## config.mk

```make
export PLATFORM = sky130hd
export DESIGN_NAME = addressed_frame_checksum_framer
export DESIGN_NICKNAME = d
export VERILOG_FILES = /design/src/design/afcf_pkg.sv /design/src/design/afcf_fifo.sv /design/src/design/afcf_front.sv /design/src/design/afcf_back.sv /design/src/design/addressed_frame_checksum_framer.sv
export SDC_FILE = /design/constraint.sdc
export NUM_CORES = 1
export LEC_CHECK = 0
export BUFFER_PORTS_ARGS = -buffer_cell sky130_fd_sc_hd__buf_2
export CAP_MARGIN = 30
export CORE_ASPECT_RATIO = 1.75
export CORE_MARGIN = 2
export CORE_UTILIZATION = 54
export CTS_BUF_LIST = sky130_fd_sc_hd__clkbuf_8 sky130_fd_sc_hd__clkbuf_16
export DETAILED_ROUTE_END_ITERATION = 8
export PLACE_DENSITY = 0.79
export REMOVE_ABC_BUFFERS = 1
export SETUP_SLACK_MARGIN = 0.3
export SLEW_MARGIN = 20
export SYNTH_ARGS = -nofsm -noshare
export SYNTH_HDL_FRONTEND = slang
export SYNTH_HIERARCHICAL = 1
export SYNTH_SLANG_ARGS = --single-unit
export TNS_END_PERCENT = 50
```

## constraint.sdc

```tcl
create_clock -name aclk -period 2.9 [get_ports aclk]
set_input_delay 0.29 -clock aclk [delete_from_list [all_inputs] [get_ports aclk]]
set_output_delay 0.29 -clock aclk [all_outputs]
set_load 0.005 [all_outputs]
```

## src/design/afcf_pkg.sv

```systemverilog
`timescale 1ns / 1ps

package afcf_pkg;

    localparam logic [7:0] MARK_START = 8'hFF;
    localparam logic [7:0] MARK_END   = 8'hFF;
    localparam logic [7:0] ESC_BYTE   = 8'hFE;
    localparam logic [7:0] ESC_FOR_FE = 8'h00;
    localparam logic [7:0] ESC_FOR_FF = 8'h01;
    localparam logic [7:0] SUM_IS_FE  = 8'hFE;
    localparam logic [7:0] SUM_IS_FF  = 8'hFF;

    localparam int APB_ADDR_W = 2;
    localparam logic [APB_ADDR_W-1:0] ADDR_STATION_ADDRESS = 2'd0;

    // Command queue depth between front and back (at least 2).
    localparam int FIFO_DEPTH_DEF = 2;

    // One classified item: which parts of the line sequence it causes.
    typedef struct packed {
        logic       do_open;
        logic [7:0] addr;
        logic       data_en;
        logic [7:0] data;
        logic       do_close;
        logic [7:0] sum;
    } afcf_cmd_t;

endpackage

```

## src/design/afcf_fifo.sv

```systemverilog
`timescale 1ns / 1ps

module afcf_fifo #(
    parameter int DEPTH = afcf_pkg::FIFO_DEPTH_DEF
) (
    input  logic                  aclk,
    input  logic                  aresetn,
    input  logic                  wr_valid,
    output logic                  wr_ready,
    input  afcf_pkg::afcf_cmd_t   wr_data,
    output logic                  rd_valid,
    input  logic                  rd_ready,
    output afcf_pkg::afcf_cmd_t   rd_data
);
    import afcf_pkg::*;

    localparam int PTR_W = $clog2(DEPTH);
    localparam int CNT_W = $clog2(DEPTH + 1);
    localparam logic [PTR_W-1:0] PTR_LAST = PTR_W'(DEPTH - 1);
    localparam logic [CNT_W-1:0] CNT_FULL = CNT_W'(DEPTH);

    afcf_cmd_t        mem [DEPTH];
    logic [PTR_W-1:0] wr_ptr_reg;
    logic [PTR_W-1:0] rd_ptr_reg;
    logic [CNT_W-1:0] count_reg;
    logic             do_wr;
    logic             do_rd;

    assign wr_ready = (count_reg != CNT_FULL);
    assign rd_valid = (count_reg != '0);
    assign rd_data  = mem[rd_ptr_reg];
    assign do_wr    = wr_valid & wr_ready;
    assign do_rd    = rd_valid & rd_ready;

    always_ff @(posedge aclk) begin
        if (do_wr) begin
            mem[wr_ptr_reg] <= wr_data;
        end
    end

    always_ff @(posedge aclk) begin
        if (!aresetn) begin
            wr_ptr_reg <= '0;
            rd_ptr_reg <= '0;
            count_reg  <= '0;
        end else begin
            if (do_wr) begin
                wr_ptr_reg <= (wr_ptr_reg == PTR_LAST) ? '0 : wr_ptr_reg + 1'b1;
            end
            if (do_rd) begin
                rd_ptr_reg <= (rd_ptr_reg == PTR_LAST) ? '0 : rd_ptr_reg + 1'b1;
            end
            case ({do_wr, do_rd})
                2'b10:   count_reg <= count_reg + 1'b1;
                2'b01:   count_reg <= count_reg - 1'b1;
                default: count_reg <= count_reg;
            endcase
        end
    end

endmodule

```

## src/design/afcf_front.sv

```systemverilog
`timescale 1ns / 1ps

module afcf_front (
    input  logic                aclk,
    input  logic                aresetn,
    input  logic                s_valid,
    output logic                s_ready,
    input  logic [7:0]          s_payload_byte,
    input  logic                s_byte_present,
    input  logic                s_frame_first,
    input  logic                s_frame_last,
    input  logic [7:0]          station_address,
    output logic                push_valid,
    input  logic                push_ready,
    output afcf_pkg::afcf_cmd_t push_data
);
    import afcf_pkg::*;

    logic [7:0] sum_reg;
    logic [7:0] sum_next;
    logic       inside_reg;
    logic       inside_next;
    logic       in_frame;
    logic       data_en;
    logic       close_en;
    logic       accept;
    logic [7:0] seed;

    assign in_frame = s_frame_first | inside_reg;
    assign data_en  = s_byte_present & in_frame;
    assign close_en = s_frame_last & in_frame;
    assign seed     = s_frame_first ? station_address : sum_reg;
    assign sum_next = data_en ? seed + s_payload_byte : seed;
    assign inside_next = in_frame & ~close_en;

    // Drop items that put nothing on the line.
    assign s_ready    = push_ready;
    assign accept     = s_valid & push_ready;
    assign push_valid = s_valid & (s_frame_first | data_en | close_en);

    always_comb begin
        push_data          = '0;
        push_data.do_open  = s_frame_first;
        push_data.addr     = station_address;
        push_data.data_en  = data_en;
        push_data.data     = s_payload_byte;
        push_data.do_close = close_en;
        push_data.sum      = sum_next;
    end

    always_ff @(posedge aclk) begin
        if (!aresetn) begin
            sum_reg    <= '0;
            inside_reg <= 1'b0;
        end else if (accept) begin
            sum_reg    <= sum_next;
            inside_reg <= inside_next;
        end
    end

endmodule

```

## src/design/afcf_back.sv

```systemverilog
`timescale 1ns / 1ps

module afcf_back (
    input  logic                aclk,
    input  logic                aresetn,
    input  logic                pop_valid,
    output logic                pop_ready,
    input  afcf_pkg::afcf_cmd_t pop_data,
    output logic                m_valid,
    input  logic                m_ready,
    output logic [7:0]          m_line_byte,
    output logic                m_run_last,
    output logic                m_frame_end
);
    import afcf_pkg::*;

    typedef enum logic [2:0] {
        ST_START,
        ST_ADDR,
        ST_DATA,
        ST_SUM,
        ST_ESC,
        ST_END
    } step_t;

    step_t      step_reg;
    step_t      step_next;
    afcf_cmd_t  cur_reg;
    logic       cur_valid_reg;
    logic       m_valid_reg;
    logic [7:0] m_line_byte_reg;
    logic       m_run_last_reg;
    logic       m_frame_end_reg;

    logic [7:0] byte_c;
    logic       end_c;
    logic       last_c;
    logic       esc_c;
    logic       adv;
    logic       done_now;
    step_t      first_step;

    assign esc_c = (cur_reg.sum == SUM_IS_FE) | (cur_reg.sum == SUM_IS_FF);

    always_comb begin
        byte_c    = MARK_START;
        end_c     = 1'b0;
        last_c    = 1'b0;
        step_next = step_reg;
        unique case (step_reg)
            ST_START: begin
                byte_c    = MARK_START;
                step_next = ST_ADDR;
            end
            ST_ADDR: begin
                byte_c    = cur_reg.addr;
                last_c    = ~cur_reg.data_en & ~cur_reg.do_close;
                step_next = cur_reg.data_en ? ST_DATA : ST_SUM;
            end
            ST_DATA: begin
                byte_c    = cur_reg.data;
                last_c    = ~cur_reg.do_close;
                step_next = ST_SUM;
            end
            ST_SUM: begin
                byte_c    = esc_c ? ESC_BYTE : cur_reg.sum;
                step_next = esc_c ? ST_ESC : ST_END;
            end
            ST_ESC: begin
                byte_c    = (cur_reg.sum == SUM_IS_FE) ? ESC_FOR_FE : ESC_FOR_FF;
                step_next = ST_END;
            end
            ST_END: begin
                byte_c    = MARK_END;
                end_c     = 1'b1;
                last_c    = 1'b1;
                step_next = ST_END;
            end
            default: begin
                step_next = ST_START;
            end
        endcase
    end

    always_comb begin
        if (pop_data.do_open) begin
            first_step = ST_START;
        end else if (pop_data.data_en) begin
            first_step = ST_DATA;
        end else begin
            first_step = ST_SUM;
        end
    end

    assign adv       = cur_valid_reg & (~m_valid_reg | m_ready);
    assign done_now  = adv & last_c;
    assign pop_ready = ~cur_valid_reg | done_now;

    always_ff @(posedge aclk) begin
        if (!aresetn) begin
            step_reg      <= ST_START;
            cur_valid_reg <= 1'b0;
            m_valid_reg   <= 1'b0;
        end else begin
            if (adv) begin
                m_valid_reg     <= 1'b1;
                m_line_byte_reg <= byte_c;
                m_run_last_reg  <= last_c;
                m_frame_end_reg <= end_c;
            end else if (m_ready) begin
                m_valid_reg <= 1'b0;
            end

            if (pop_valid & pop_ready) begin
                cur_reg       <= pop_data;
                cur_valid_reg <= 1'b1;
                step_reg      <= first_step;
            end else if (done_now) begin
                cur_valid_reg <= 1'b0;
            end else if (adv) begin
                step_reg <= step_next;
            end
        end
    end

    assign m_valid     = m_valid_reg;
    assign m_line_byte = m_line_byte_reg;
    assign m_run_last  = m_run_last_reg;
    assign m_frame_end = m_frame_end_reg;

endmodule

```

## src/design/addressed_frame_checksum_framer.sv

```systemverilog
`timescale 1ns / 1ps
// Path: command queue, back end command register, output register. Throughput: one
// line byte per cycle while m_ready is high; an item holds the back end for all its
// line bytes (1 mid-frame, up to 6 for open+byte+escaped close); items that put out
// nothing never reach the back end; the FIFO_DEPTH command queue decouples both sides.
// Reset: aresetn synchronous, active low; clears sum, frame flag, queue, address.

module addressed_frame_checksum_framer #(
    parameter int FIFO_DEPTH = afcf_pkg::FIFO_DEPTH_DEF
) (
    input  logic                            aclk,
    input  logic                            aresetn,
    // input item channel
    input  logic                            s_valid,
    output logic                            s_ready,
    input  logic [7:0]                      s_payload_byte,
    input  logic                            s_byte_present,
    input  logic                            s_frame_first,
    input  logic                            s_frame_last,
    // line byte channel
    output logic                            m_valid,
    input  logic                            m_ready,
    output logic [7:0]                      m_line_byte,
    output logic                            m_run_last,
    output logic                            m_frame_end,
    // register port
    input  logic                            psel,
    input  logic                            penable,
    input  logic                            pwrite,
    input  logic [afcf_pkg::APB_ADDR_W-1:0] paddr,
    input  logic [31:0]                     pwdata,
    output logic [31:0]                     prdata,
    output logic                            pready
);
    import afcf_pkg::*;

    logic [7:0] station_address_reg;
    logic       cfg_wr;

    logic       push_valid;
    logic       push_ready;
    afcf_cmd_t  push_data;
    logic       pop_valid;
    logic       pop_ready;
    afcf_cmd_t  pop_data;

    // ------------------------------------------------------------------
    // Register port: zero wait states, station address at offset 0.
    // The address is sampled by the front end when a frame opens, so a
    // write between frames takes effect on the next open.
    // ------------------------------------------------------------------
    assign pready = 1'b1;
    assign cfg_wr = psel & penable & pwrite & (paddr == ADDR_STATION_ADDRESS);

    always_ff @(posedge aclk) begin
        if (!aresetn) begin
            station_address_reg <= '0;
        end else if (cfg_wr) begin
            station_address_reg <= pwdata[7:0];
        end
    end

    always_comb begin
        prdata = '0;
        if (paddr == ADDR_STATION_ADDRESS) begin
            prdata = {24'b0, station_address_reg};
        end
    end

    // ------------------------------------------------------------------
    // Front end: take one item per cycle while push_ready, advance the
    // running sum and the frame flag, and turn the item into a command
    // naming its line bytes (start+address, payload, checksum+end).
    // ------------------------------------------------------------------
    afcf_front u_front (
        .aclk            (aclk),
        .aresetn         (aresetn),
        .s_valid         (s_valid),
        .s_ready         (s_ready),
        .s_payload_byte  (s_payload_byte),
        .s_byte_present  (s_byte_present),
        .s_frame_first   (s_frame_first),
        .s_frame_last    (s_frame_last),
        .station_address (station_address_reg),
        .push_valid      (push_valid),
        .push_ready      (push_ready),
        .push_data       (push_data)
    );

    // ------------------------------------------------------------------
    // Command queue: lets the front keep taking items while the back
    // end is busy with the line bytes of a frame open or close.
    // ------------------------------------------------------------------
    afcf_fifo #(
        .DEPTH (FIFO_DEPTH)
    ) u_fifo (
        .aclk     (aclk),
        .aresetn  (aresetn),
        .wr_valid (push_valid),
        .wr_ready (push_ready),
        .wr_data  (push_data),
        .rd_valid (pop_valid),
        .rd_ready (pop_ready),
        .rd_data  (pop_data)
    );

    // ------------------------------------------------------------------
    // Back end: walk each command one line byte per cycle while
    // m_ready allows, escape the checksum, flag the item's last byte
    // and the closing marker, and hold the byte in the output register.
    // ------------------------------------------------------------------
    afcf_back u_back (
        .aclk        (aclk),
        .aresetn     (aresetn),
        .pop_valid   (pop_valid),
        .pop_ready   (pop_ready),
        .pop_data    (pop_data),
        .m_valid     (m_valid),
        .m_ready     (m_ready),
        .m_line_byte (m_line_byte),
        .m_run_last  (m_run_last),
        .m_frame_end (m_frame_end)
    );

endmodule

```

==> results.json, run 1 <==
{
  "outcome": "finished clean",
  "post-synth-top-area-fraction": 0.486,
  "timing_worst_setup_path_type": "register to register",
  "synth_top_cell_by_area": "edfxtp_1",
  "synth.distinct_cells": 58,
  "fillCellCount": 803,
  "area_of_combinational_cells_with_multiple_inputs_sq_um": 1910,
  "synth-xor-area-share": 0.0126,
  "wl_met2_mm": 5.06,
  "floorplan.core_area_sq_um": 10200,
  "design.final.nets": 548,
  "timing.final.crit_period_ns": 2.46,
  "synth_mux_area_frac": 0.0990,
  "globalplace.congestion": 0.889,
  "maxSlewViolCount": 0,
  "synth.avg_cell_area_sq_um": 12.3,
  "share_of_the_synthesized_area_in_compound_gates_ao_oa_aoi_oai": 0.0837,
  "cp.arrival_ns": 2.60,
  "layout_worst_path_cycle_share": 0.850,
  "boundaryPins": 97,
  "antenna_violating_nets_post_route": 0,
  "report.final.setup_viol": 0,
  "antenna_diode_count": 0,
  "fin_ws_ns": 0.436,
  "antenna_found_initial": 0,
  "yosys.area_share.adder": 0.0216,
  "first_iter_violations": 134,
  "vias": 3326,
  "insertion_delay_ns": 0.40,
  "fin_setup_tns_ns": 0,
  "post_drt_via_cell_ratio": 5.32,
  "detailedRoute.firstPassIterationCount": 4,
  "worst_pin_slew_ns": 0.646,
  "clock_sink_count": 117,
  "synth_seq_cells": 117,
  "drv_cap": 0,
  "syn_area_sq_um": 5560,
  "cts-buffers-inserted": 17,
  "share_of_async_settable_or_async_resettable_flops_after_synthesis": 0,
  "most_area_consuming_cells_after_synthesis": "edfxtp_1, dfxtp_1, mux2_2",
  "synth_flop_cell": "edfxtp_1",
  "yosys.cell_count.top_type": "edfxtp_1",
  "synth_top_family_by_area": "simple AND/OR/NAND/NOR gates",
  "portBuffers": 47,
  "met1Wirelength_mm": 3.39,
  "dieHeight_microns": 138,
  "number_of_global_route_vias_before_repair": 3317,
  "cp_max_fo": 5,
  "design.die.area_sq_um": 11200,
  "clk_pin_slew_worst_paths_ns": 0.05,
  "placement.setup.worst_slack_ns": 0.182,
  "areaGrowthSynthToFinish_pct": 11.5,
  "drc_errors": 0,
  "fmaxAchievable_mhz": 406,
  "wl_per_cell_microns": 14.7,
  "maxSlewHeadroom": 0.569,
  "ctsRootBufferMaster": "clkbuf_16",
  "floorplan.die.width_microns": 80.7,
  "grt-ovfl-total": 0,
  "report.final.hold_viol_count": 0,
  "vdd_drop_max_mv": 0.503,
  "rows": 49,
  "yosys-top-cells-count": "edfxtp_1, buf_4, nor2_1",
  "hold_path.class": "input pin to register",
  "synthCells": 451,
  "grt_max_degree": 39,
  "dp_hpwl_mm": 6.43,
  "initial_cell_density_of_the_core": 0.546,
  "synth_seq_area_share": 0.583,
  "max_clock_buf_depth": 2,
  "cts_htree_levels": 4,
  "layout-drive-gt1-share": 0.277,
  "wire_length_of_the_first_global_routing_pass_mm": 15.3,
  "layout.area.seq_sq_um": 3240,
  "synth_edf_count": 90,
  "place_inst": 594,
  "final-instance-count-excl-fill": 625,
  "maxUsedRoutingLayer": "met4",
  "power-per-cell-area_nw_per_um2": 820,
  "groute.usage.overall": 0.182,
  "largest_register_ffs": 54,
  "ys_warn_count": 6,
  "cts_tree": "yes",
  "final.setup_skew_ns": 0.00833,
  "power.static_leakage_nw": 2.42,
  "cts-hold-fix-buffers": 0,
  "endpoint_required_time_on_the_critical_path_ns": 3.03,
  "crit_path_start_kind": "register",
  "sort_of_element_at_the_end_of_the_critical_path": "register",
  "grt_setup_unrepaired": "no",
  "post_synthesis_share_of_cell_area_spent_on_and_or_nand_and_nor_gates": 0.110,
  "drt-total-wl_mm": 9.22,
  "detailroute.wirelength.met3_microns": 398
}
-- cell type report --
class / count / area share
clock buffer: 17 / 0.0686
multi-input combinational: 282 / 0.309
clock inverter: 13 / 0.0153
sequential: 117 / 0.523
timing repair buffer: 57 / 0.0513
tap: 127 / 0.0256
inverter: 12 / 0.00727
-- worst max-delay path, stage by stage, from the launching register on --
cell and delay, ns:
dfxtp_1 0.35, mux2_2 0.30, ha_1 0.31, a211oi_2 0.25
nor2_1 0.13, a31oi_1 0.27, mux2i_1 0.28, o21ai_2 0.14
xnor2_1 0.18
-- final timing paths --
| path | startpoint | cells past startpoint | slack, ns | to |
|---|---|---|---|---|
| max | station_address_reg[1] | 8 | 0.44 | u_fifo/mem[1][7] |
| min | s_payload_byte[2] | 1 | 0.11 | u_fifo/mem[0][11] |
| max reg2reg | station_address_reg[1] | 8 | 0.44 | u_fifo/mem[1][7] |
| min reg2reg | u_front/sum_reg[5] | 2 | 0.48 | u_front/sum_reg[5] |
-- cell families (layout without fill, tap and decap cells) --
group	count (synthesis)	in the layout
and+or+nand+nor	125	125
DFF	117	117
buffers and inverters	75	99
AOI/OAI and AO/OA	64	64
muxes	51	51
adders and majority gates	9	9
xor gates and xnor gates	8	8
other	2	25
-- power breakdown --
part,internal [mW],switching [mW]
logic,0.445,0.560
registers,2.16,0.113
clock network,1.14,0.661
-- repair_timing --
| action | 4_1_cts | 5_1_grt |
|---|---|---|
| setup endpoints to repair | 0 | 2 |
| resized for setup | 0 | 2 |
| setup buffers | 0 | 1 |
| endpoints found under the hold margin | 0 | 0 |
-- routing by layer --
layer | GRT usage | vias up
li1 | - | 1603
met3 | 0.0601 | 25
met2 | 0.297 | 122
met1 | 0.191 | 1576
met5 | 0 | -
met4 | 0.131 | 0
-- metrics by stage --
stage	cell area, sq um	hold slack (ns)	utilization	total power [mW]
2_1_floorplan	5200	0.389	-	3.00
3_3_place_gp	5650	0.452	0.555	3.24
3_5_place_dp	5670	0.462	0.557	3.29
4_1_cts	6190	0.0841	0.608	5.12
5_1_grt	6200	0.0852	0.609	5.34
6_report	6200	0.105	0.609	5.08
-- cell usage in the layout (no fill, tap or decap), types with 3 or more instances in the layout --
cell       instances
ha_1               8
nand4_1            4
and2_1             3
buf_2             47
a21o_1             3
a21oi_1           21
nor2b_1            5
nand3_1            4
clkinv_2           6
o211ai_1           3
nand2b_1           6
conb_1            25
o21a_1             5
nor3b_1            4
edfxtp_1          90
inv_1             12
mux2_2            32
and2_2             8
mux2i_1           18
buf_4              9
nor2_1            44
nand2_1           33
a21boi_0           5
o21ai_0            5
xnor2_1            7
dfxtp_1           27
clkbuf_16         17
and3_1             5
Power figures use the tool's default switching activity.
==> inputs of run 2 (changes only) <==
==> constraint.sdc (replaced) <==
create_clock -name aclk -period 2.3 [get_ports aclk]
set_input_delay 0.23 -clock aclk [delete_from_list [all_inputs] [get_ports aclk]]
set_output_delay 0.23 -clock aclk [all_outputs]
set_load 0.005 [all_outputs]
==> run 2 against run 1 <==
Compared with the run above: clock power rose by 56%; core utilization rose by 4.5 points; critical endpoint is now u_fifo/mem[0][6]; sequential share of layout area fell by 3.5 points; highest routed layer unchanged; global-route usage rose by 1.5 points; largest cell class unchanged; total power rose by 41%; die area did not move; sequential power rose by 26%; design area rose by 7.3%.
==> results.json, run 2 (synthesis results as in run 1) <==
{
  "power-per-cell-area_nw_per_um2": 1080,
  "layout-drive-gt1-share": 0.355,
  "boundaryPins": 97,
  "fin_ws_ns": 0.0736,
  "rows": 49,
  "antenna_found_initial": 0,
  "detailedRoute.firstPassIterationCount": 7,
  "cp_top_family": "compound AO/OA/AOI/OAI gates",
  "initial_cell_density_of_the_core": 0.546,
  "grt-ovfl-total": 0,
  "dp_hpwl_mm": 6.89,
  "wl_per_cell_microns": 15.6,
  "clock_sink_count": 117,
  "report.final.hold_viol_count": 0,
  "timing_worst_setup_path_type": "register to register",
  "hold_path.class": "input pin to register",
  "layout.cells.most_common_list": "edfxtp_1, buf_2, nor2_1",
  "outcome": "finished clean",
  "portBuffers": 47,
  "cts_tree": "yes",
  "design.die.area_sq_um": 11200,
  "maxSlewHeadroom": 0.631,
  "cts-buffers-inserted": 17,
  "crit_path_start_kind": "register",
  "maxSlewViolCount": 0,
  "design.final.nets": 578,
  "clk_pin_slew_worst_paths_ns": 0.05,
  "layout_worst_path_cycle_share": 0.968,
  "cp_slowest_cell": "dfxtp_2",
  "timing.final.crit_period_ns": 2.23,
  "power.static_leakage_nw": 2.64,
  "cp_max_fo": 2,
  "floorplan.core_area_sq_um": 10200,
  "max_clock_buf_depth": 2,
  "first_iter_violations": 134,
  "post_drt_via_cell_ratio": 5.27,
  "worst_pin_slew_ns": 0.554,
  "report.final.setup_viol": 0,
  "globalplace.congestion": 0.846,
  "cp.arrival_ns": 2.37,
  "floorplan.die.width_microns": 80.7,
  "cts-hold-fix-buffers": 0,
  "drt-total-wl_mm": 10.2,
  "grt_max_degree": 33,
  "drv_cap": 0,
  "placement.setup.worst_slack_ns": -0.258,
  "largest_register_ffs": 54,
  "slowest_delay_ns": 0.32,
  "antenna_violating_nets_post_route": 0,
  "final_core_utilization": 0.654,
  "areaGrowthSynthToFinish_pct": 19.6,
  "insertion_delay_ns": 0.40,
  "fin_setup_tns_ns": 0,
  "fmaxAchievable_mhz": 449,
  "number_of_global_route_vias_before_repair": 3573,
  "vias": 3462,
  "drc_errors": 0,
  "cp_num_buf_inv": 2,
  "rrSetupSlack_ns": 0.07,
  "mostFrequentLayoutCell": "edfxtp_1",
  "antenna_diode_count": 0,
  "ctsRootBufferMaster": "clkbuf_16",
  "dieHeight_microns": 138,
  "grt_setup_unrepaired": "yes",
  "final.setup_skew_ns": 0.00692,
  "cts_htree_levels": 4,
  "sort_of_element_at_the_end_of_the_critical_path": "register",
  "worstPathCellList": "mux2_4, buf_4, inv_2, fa_2, nor2b_1, o21ai_1, nand2b_1, a21o_1, a21oi_2, xor2_1, a21oi_1",
  "wire_length_of_the_first_global_routing_pass_mm": 16.6,
  "endpoint_required_time_on_the_critical_path_ns": 2.44,
  "groute.usage.overall": 0.197,
  "vdd_drop_max_mv": 0.854
}
[run 2: cell type report]
type	count	area, sq um
Clock buffer	17	425
Clock inverter	15	211
Sequential cell	117	3250
Multi-Input combinational cell	282	1990
Fill cell	725	3520
Timing Repair Buffer	87	572
Tap cell	127	159
Inverter	12	45.0
[run 2: timing repair]
item / 4_1_cts / 5_1_grt
endpoints found under the setup margin: 44 / 44
gates cloned: 1 / 0
pin swaps: 14 / 8
setup buffers: 7 / 4
gates resized for setup: 13 / 11
[run 2: metal layers]
layer,wire length [microns],global-route usage
met1,3670,0.198
met2,5740,0.348
met4,393,0.128
met5,0,0
met3,437,0.0496
[run 2: power by group]
part	internal, mW	leakage, nW	switching [mW]
Clock	1.91	0.317	0.888
Sequential	2.72	1.06	0.148
Combinational	0.724	1.27	0.790
Total	5.36	2.64	1.83
[run 2: metrics by stage]
step / total power, mW / instances / area, sq um / hold WS [ns]
floorplan: 3.79 / 411 / 5200 / 0.329
global placement: 4.13 / 613 / 5820 / 0.444
detailed placement: 4.20 / 613 / 5820 / 0.447
CTS: 7.14 / 653 / 6580 / 0.0223
global route: 7.47 / 657 / 6650 / 0.0378
finish: 7.18 / 657 / 6650 / 0.0455
[run 2: path summary, 6_finish.rpt]
check                startpoint                  to  depth (start not counted)
max          u_front/sum_reg[1]    u_fifo/mem[0][6]                         11
min           s_payload_byte[5]   u_fifo/mem[0][14]                          1
max reg2reg  u_front/sum_reg[1]    u_fifo/mem[0][6]                         11
min reg2reg  u_front/sum_reg[0]  u_front/sum_reg[0]                          2
==> inputs of run 3 (changes only) <==
--- a/config.mk
+++ b/config.mk
@@ -5,6 +5,7 @@
 export SDC_FILE = /design/constraint.sdc
 export NUM_CORES = 1
 export LEC_CHECK = 0
+export ABC_AREA = 1
 export BUFFER_PORTS_ARGS = -buffer_cell sky130_fd_sc_hd__buf_2
 export CAP_MARGIN = 30
 export CORE_ASPECT_RATIO = 1.75
@@ -15,9 +16,9 @@
 export PLACE_DENSITY = 0.79
 export REMOVE_ABC_BUFFERS = 1
 export SETUP_SLACK_MARGIN = 0.3
-export SLEW_MARGIN = 20
+export SLEW_MARGIN = 25
 export SYNTH_ARGS = -nofsm -noshare
 export SYNTH_HDL_FRONTEND = slang
 export SYNTH_HIERARCHICAL = 1
 export SYNTH_SLANG_ARGS = --single-unit
-export TNS_END_PERCENT = 50
+export TNS_END_PERCENT = 20
==> run 3 against run 2 <==
Compared with the run above: cell count is 12% higher; count of clock-buffer cells in the layout stayed put; fmax is 19% higher; critical endpoint is now u_fifo/mem[0][7]; largest cell class unchanged.
==> results.json, run 3 <==
{
  "drc_errors": 0,
  "portBuffers": 47,
  "floorplan.die.width_microns": 81.9,
  "clock_sink_count": 117,
  "largest_register_ffs": 54,
  "yosys.cell_count.top_type": "nand2_1",
  "vias": 3825,
  "synth_seq_cells": 117,
  "wire_length_of_the_first_global_routing_pass_mm": 17.9,
  "dieHeight_microns": 140,
  "layout.cells.most_common_list": "nand2_1, edfxtp_1, inv_1",
  "ys_warn_count": 6,
  "synth_edf_count": 90,
  "power.static_leakage_nw": 2.81,
  "cts_htree_levels": 4,
  "p_sw_mw": 2.16,
  "maxSlewViolCount": 0,
  "synth_flop_cell": "edfxtp_1",
  "groute.usage.overall": 0.210,
  "power-per-cell-area_nw_per_um2": 1110,
  "cp_top_family": "simple AND/OR/NAND/NOR gates",
  "report.final.hold_viol_count": 0,
  "post-synth-top-area-fraction": 0.471,
  "vdd_drop_max_mv": 0.685,
  "detailedRoute.firstPassIterationCount": 5,
  "drt-total-wl_mm": 11.0,
  "antenna_diode_count": 0,
  "ctsRootBufferMaster": "clkbuf_16",
  "floorplan.core_area_sq_um": 10300,
  "synthCells": 543,
  "cell_internal_pwr_mw": 5.11,
  "initial_cell_density_of_the_core": 0.557,
  "outcome": "finished clean",
  "globalplace.congestion": 0.845,
  "finalHoldWorstSlack_ns": 0.0419,
  "grt_max_degree": 29,
  "grt_setup_unrepaired": "no",
  "first_iter_violations": 215,
  "slowest_delay_ns": 0.40,
  "post_layout_inst_area_sq_um": 6530,
  "hold_path.class": "input pin to register",
  "cp.arrival_ns": 2.02,
  "wl_per_cell_microns": 15.0,
  "areaGrowthSynthToFinish_pct": 13.9,
  "max_clock_buf_depth": 2,
  "syn_area_sq_um": 5730,
  "layout-drive-gt1-share": 0.287,
  "switching_share": 0.297,
  "number_of_global_route_vias_before_repair": 3760,
  "post_drt_via_cell_ratio": 5.21,
  "power_frac_seq": 0.408,
  "drv_cap": 0,
  "layout.area.seq_sq_um": 3260,
  "sort_of_element_at_the_end_of_the_critical_path": "register",
  "antenna_violating_nets_post_route": 0,
  "clk_pin_slew_worst_paths_ns": 0.05,
  "cp_slowest_cell": "dfxtp_1",
  "layout_worst_path_cycle_share": 0.814,
  "area_of_combinational_cells_with_multiple_inputs_sq_um": 1900,
  "endpoint_required_time_on_the_critical_path_ns": 2.45,
  "fillCellCount": 790,
  "synth_top_cell_by_area": "edfxtp_1",
  "yosys-top-cells-count": "nand2_1, edfxtp_1, inv_1",
  "antenna_found_initial": 0,
  "share_of_async_settable_or_async_resettable_flops_after_synthesis": 0,
  "power.share.combinational": 0.251,
  "grt-ovfl-total": 0,
  "path_common_cell": "nand2_1",
  "mostFrequentLayoutCell": "nand2_1",
  "fin_setup_tns_ns": 0,
  "design.final.nets": 655,
  "power.share.clock": 0.341,
  "synth.distinct_cells": 42,
  "dp_hpwl_mm": 7.94,
  "worstPathCellList": "nand2_1, o21ai_1, ha_1, nand2_1, inv_1, a21oi_1, nand3_1, nand3_1, nand2_1",
  "cts-buffers-inserted": 17,
  "timing_worst_setup_path_type": "register to register",
  "most_area_consuming_cells_after_synthesis": "edfxtp_1, dfxtp_1, nand2_1",
  "insertion_delay_ns": 0.41,
  "fmaxAchievable_mhz": 534,
  "final.setup_skew_ns": 0.00630,
  "crit_path_start_kind": "register",
  "cp_num_buf_inv": 1,
  "cp_max_fo": 5,
  "rows": 49,
  "synth.avg_cell_area_sq_um": 10.6,
  "synth_seq_area_share": 0.566,
  "boundaryPins": 97,
  "timing.final.crit_period_ns": 1.87,
  "report.final.setup_viol": 0,
  "cts_tree": "yes",
  "design.die.area_sq_um": 11500,
  "cell_area_after_placement_sq_um": 5920
}
## run 3: through the flow
step	std cells	setup WS [ns]	power, mW	util
after detailed placement	700	0.172	4.74	0.574
final	734	0.428	7.27	0.634
after global routing	734	0.287	7.64	0.634
after global placement	700	0.259	4.63	0.574
after floorplan	514	-0.173	4.27	-
after CTS	732	0.305	7.27	0.630
## run 3: final cells by class
cell class	count	area share
Sequential cell	117	0.498
Timing Repair Buffer	61	0.0559
Multi-Input combinational cell	322	0.291
Tap cell	127	0.0243
Clock inverter	15	0.0216
Clock buffer	17	0.0651
Inverter	75	0.0439
## run 3: worst paths after layout
check / to / from / slack, ns / cells past startpoint
max: u_fifo/mem[0][7] / station_address_reg[5] / 0.43 / 9
min: u_fifo/mem[0][12] / s_payload_byte[3] / 0.04 / 1
max reg2reg: u_fifo/mem[0][7] / station_address_reg[5] / 0.43 / 9
min reg2reg: u_fifo/mem[0][19] / station_address_reg[1] / 0.48 / 0
## run 3: per-layer routing
metal  share of wire  global-route usage  up-vias  wire length, microns
met5               0                   0        -                     0
met4           0.047               0.119        0                   519
met3           0.047              0.0567       39                   523
met2            0.57               0.375      161                  6280
met1            0.34               0.211     1793                  3690
li1                -                   -     1832                     -
## run 3: logic make-up (layout without fill, tap and decap cells)
logic type                 after synthesis  count (layout)  synth area share
DFF                                    117             117             0.566
AOI/OAI and AO/OA                       39              39            0.0415
buffers and inverters                  127             168             0.123
other                                    2              25           0.00131
adders and majority gates                9               9            0.0209
and+or+nand+nor                        220             220             0.179
xor gates and xnor gates                 2               2           0.00306
muxes                                   27              27            0.0661
## run 3: power groups by stage
stage / sequential, mW / combinational, mW / clock, mW
4_1_cts: 2.95 / 1.80 / 2.51
5_1_grt: 3.00 / 2.02 / 2.62
6_report: 2.96 / 1.82 / 2.48
2_1_floorplan: 3.04 / 1.23 / 0
3_3_place_gp: 2.97 / 1.67 / 0
3_5_place_dp: 2.99 / 1.75 / 0
## run 3: repair_timing
item                                    4_1_cts  5_1_grt
gates cloned                                  0        0
endpoints found under the setup margin        3       41
buffers inserted                              0        2
resized for setup                             1       16
pin swaps                                     0        2
hold buffers                                  0        0
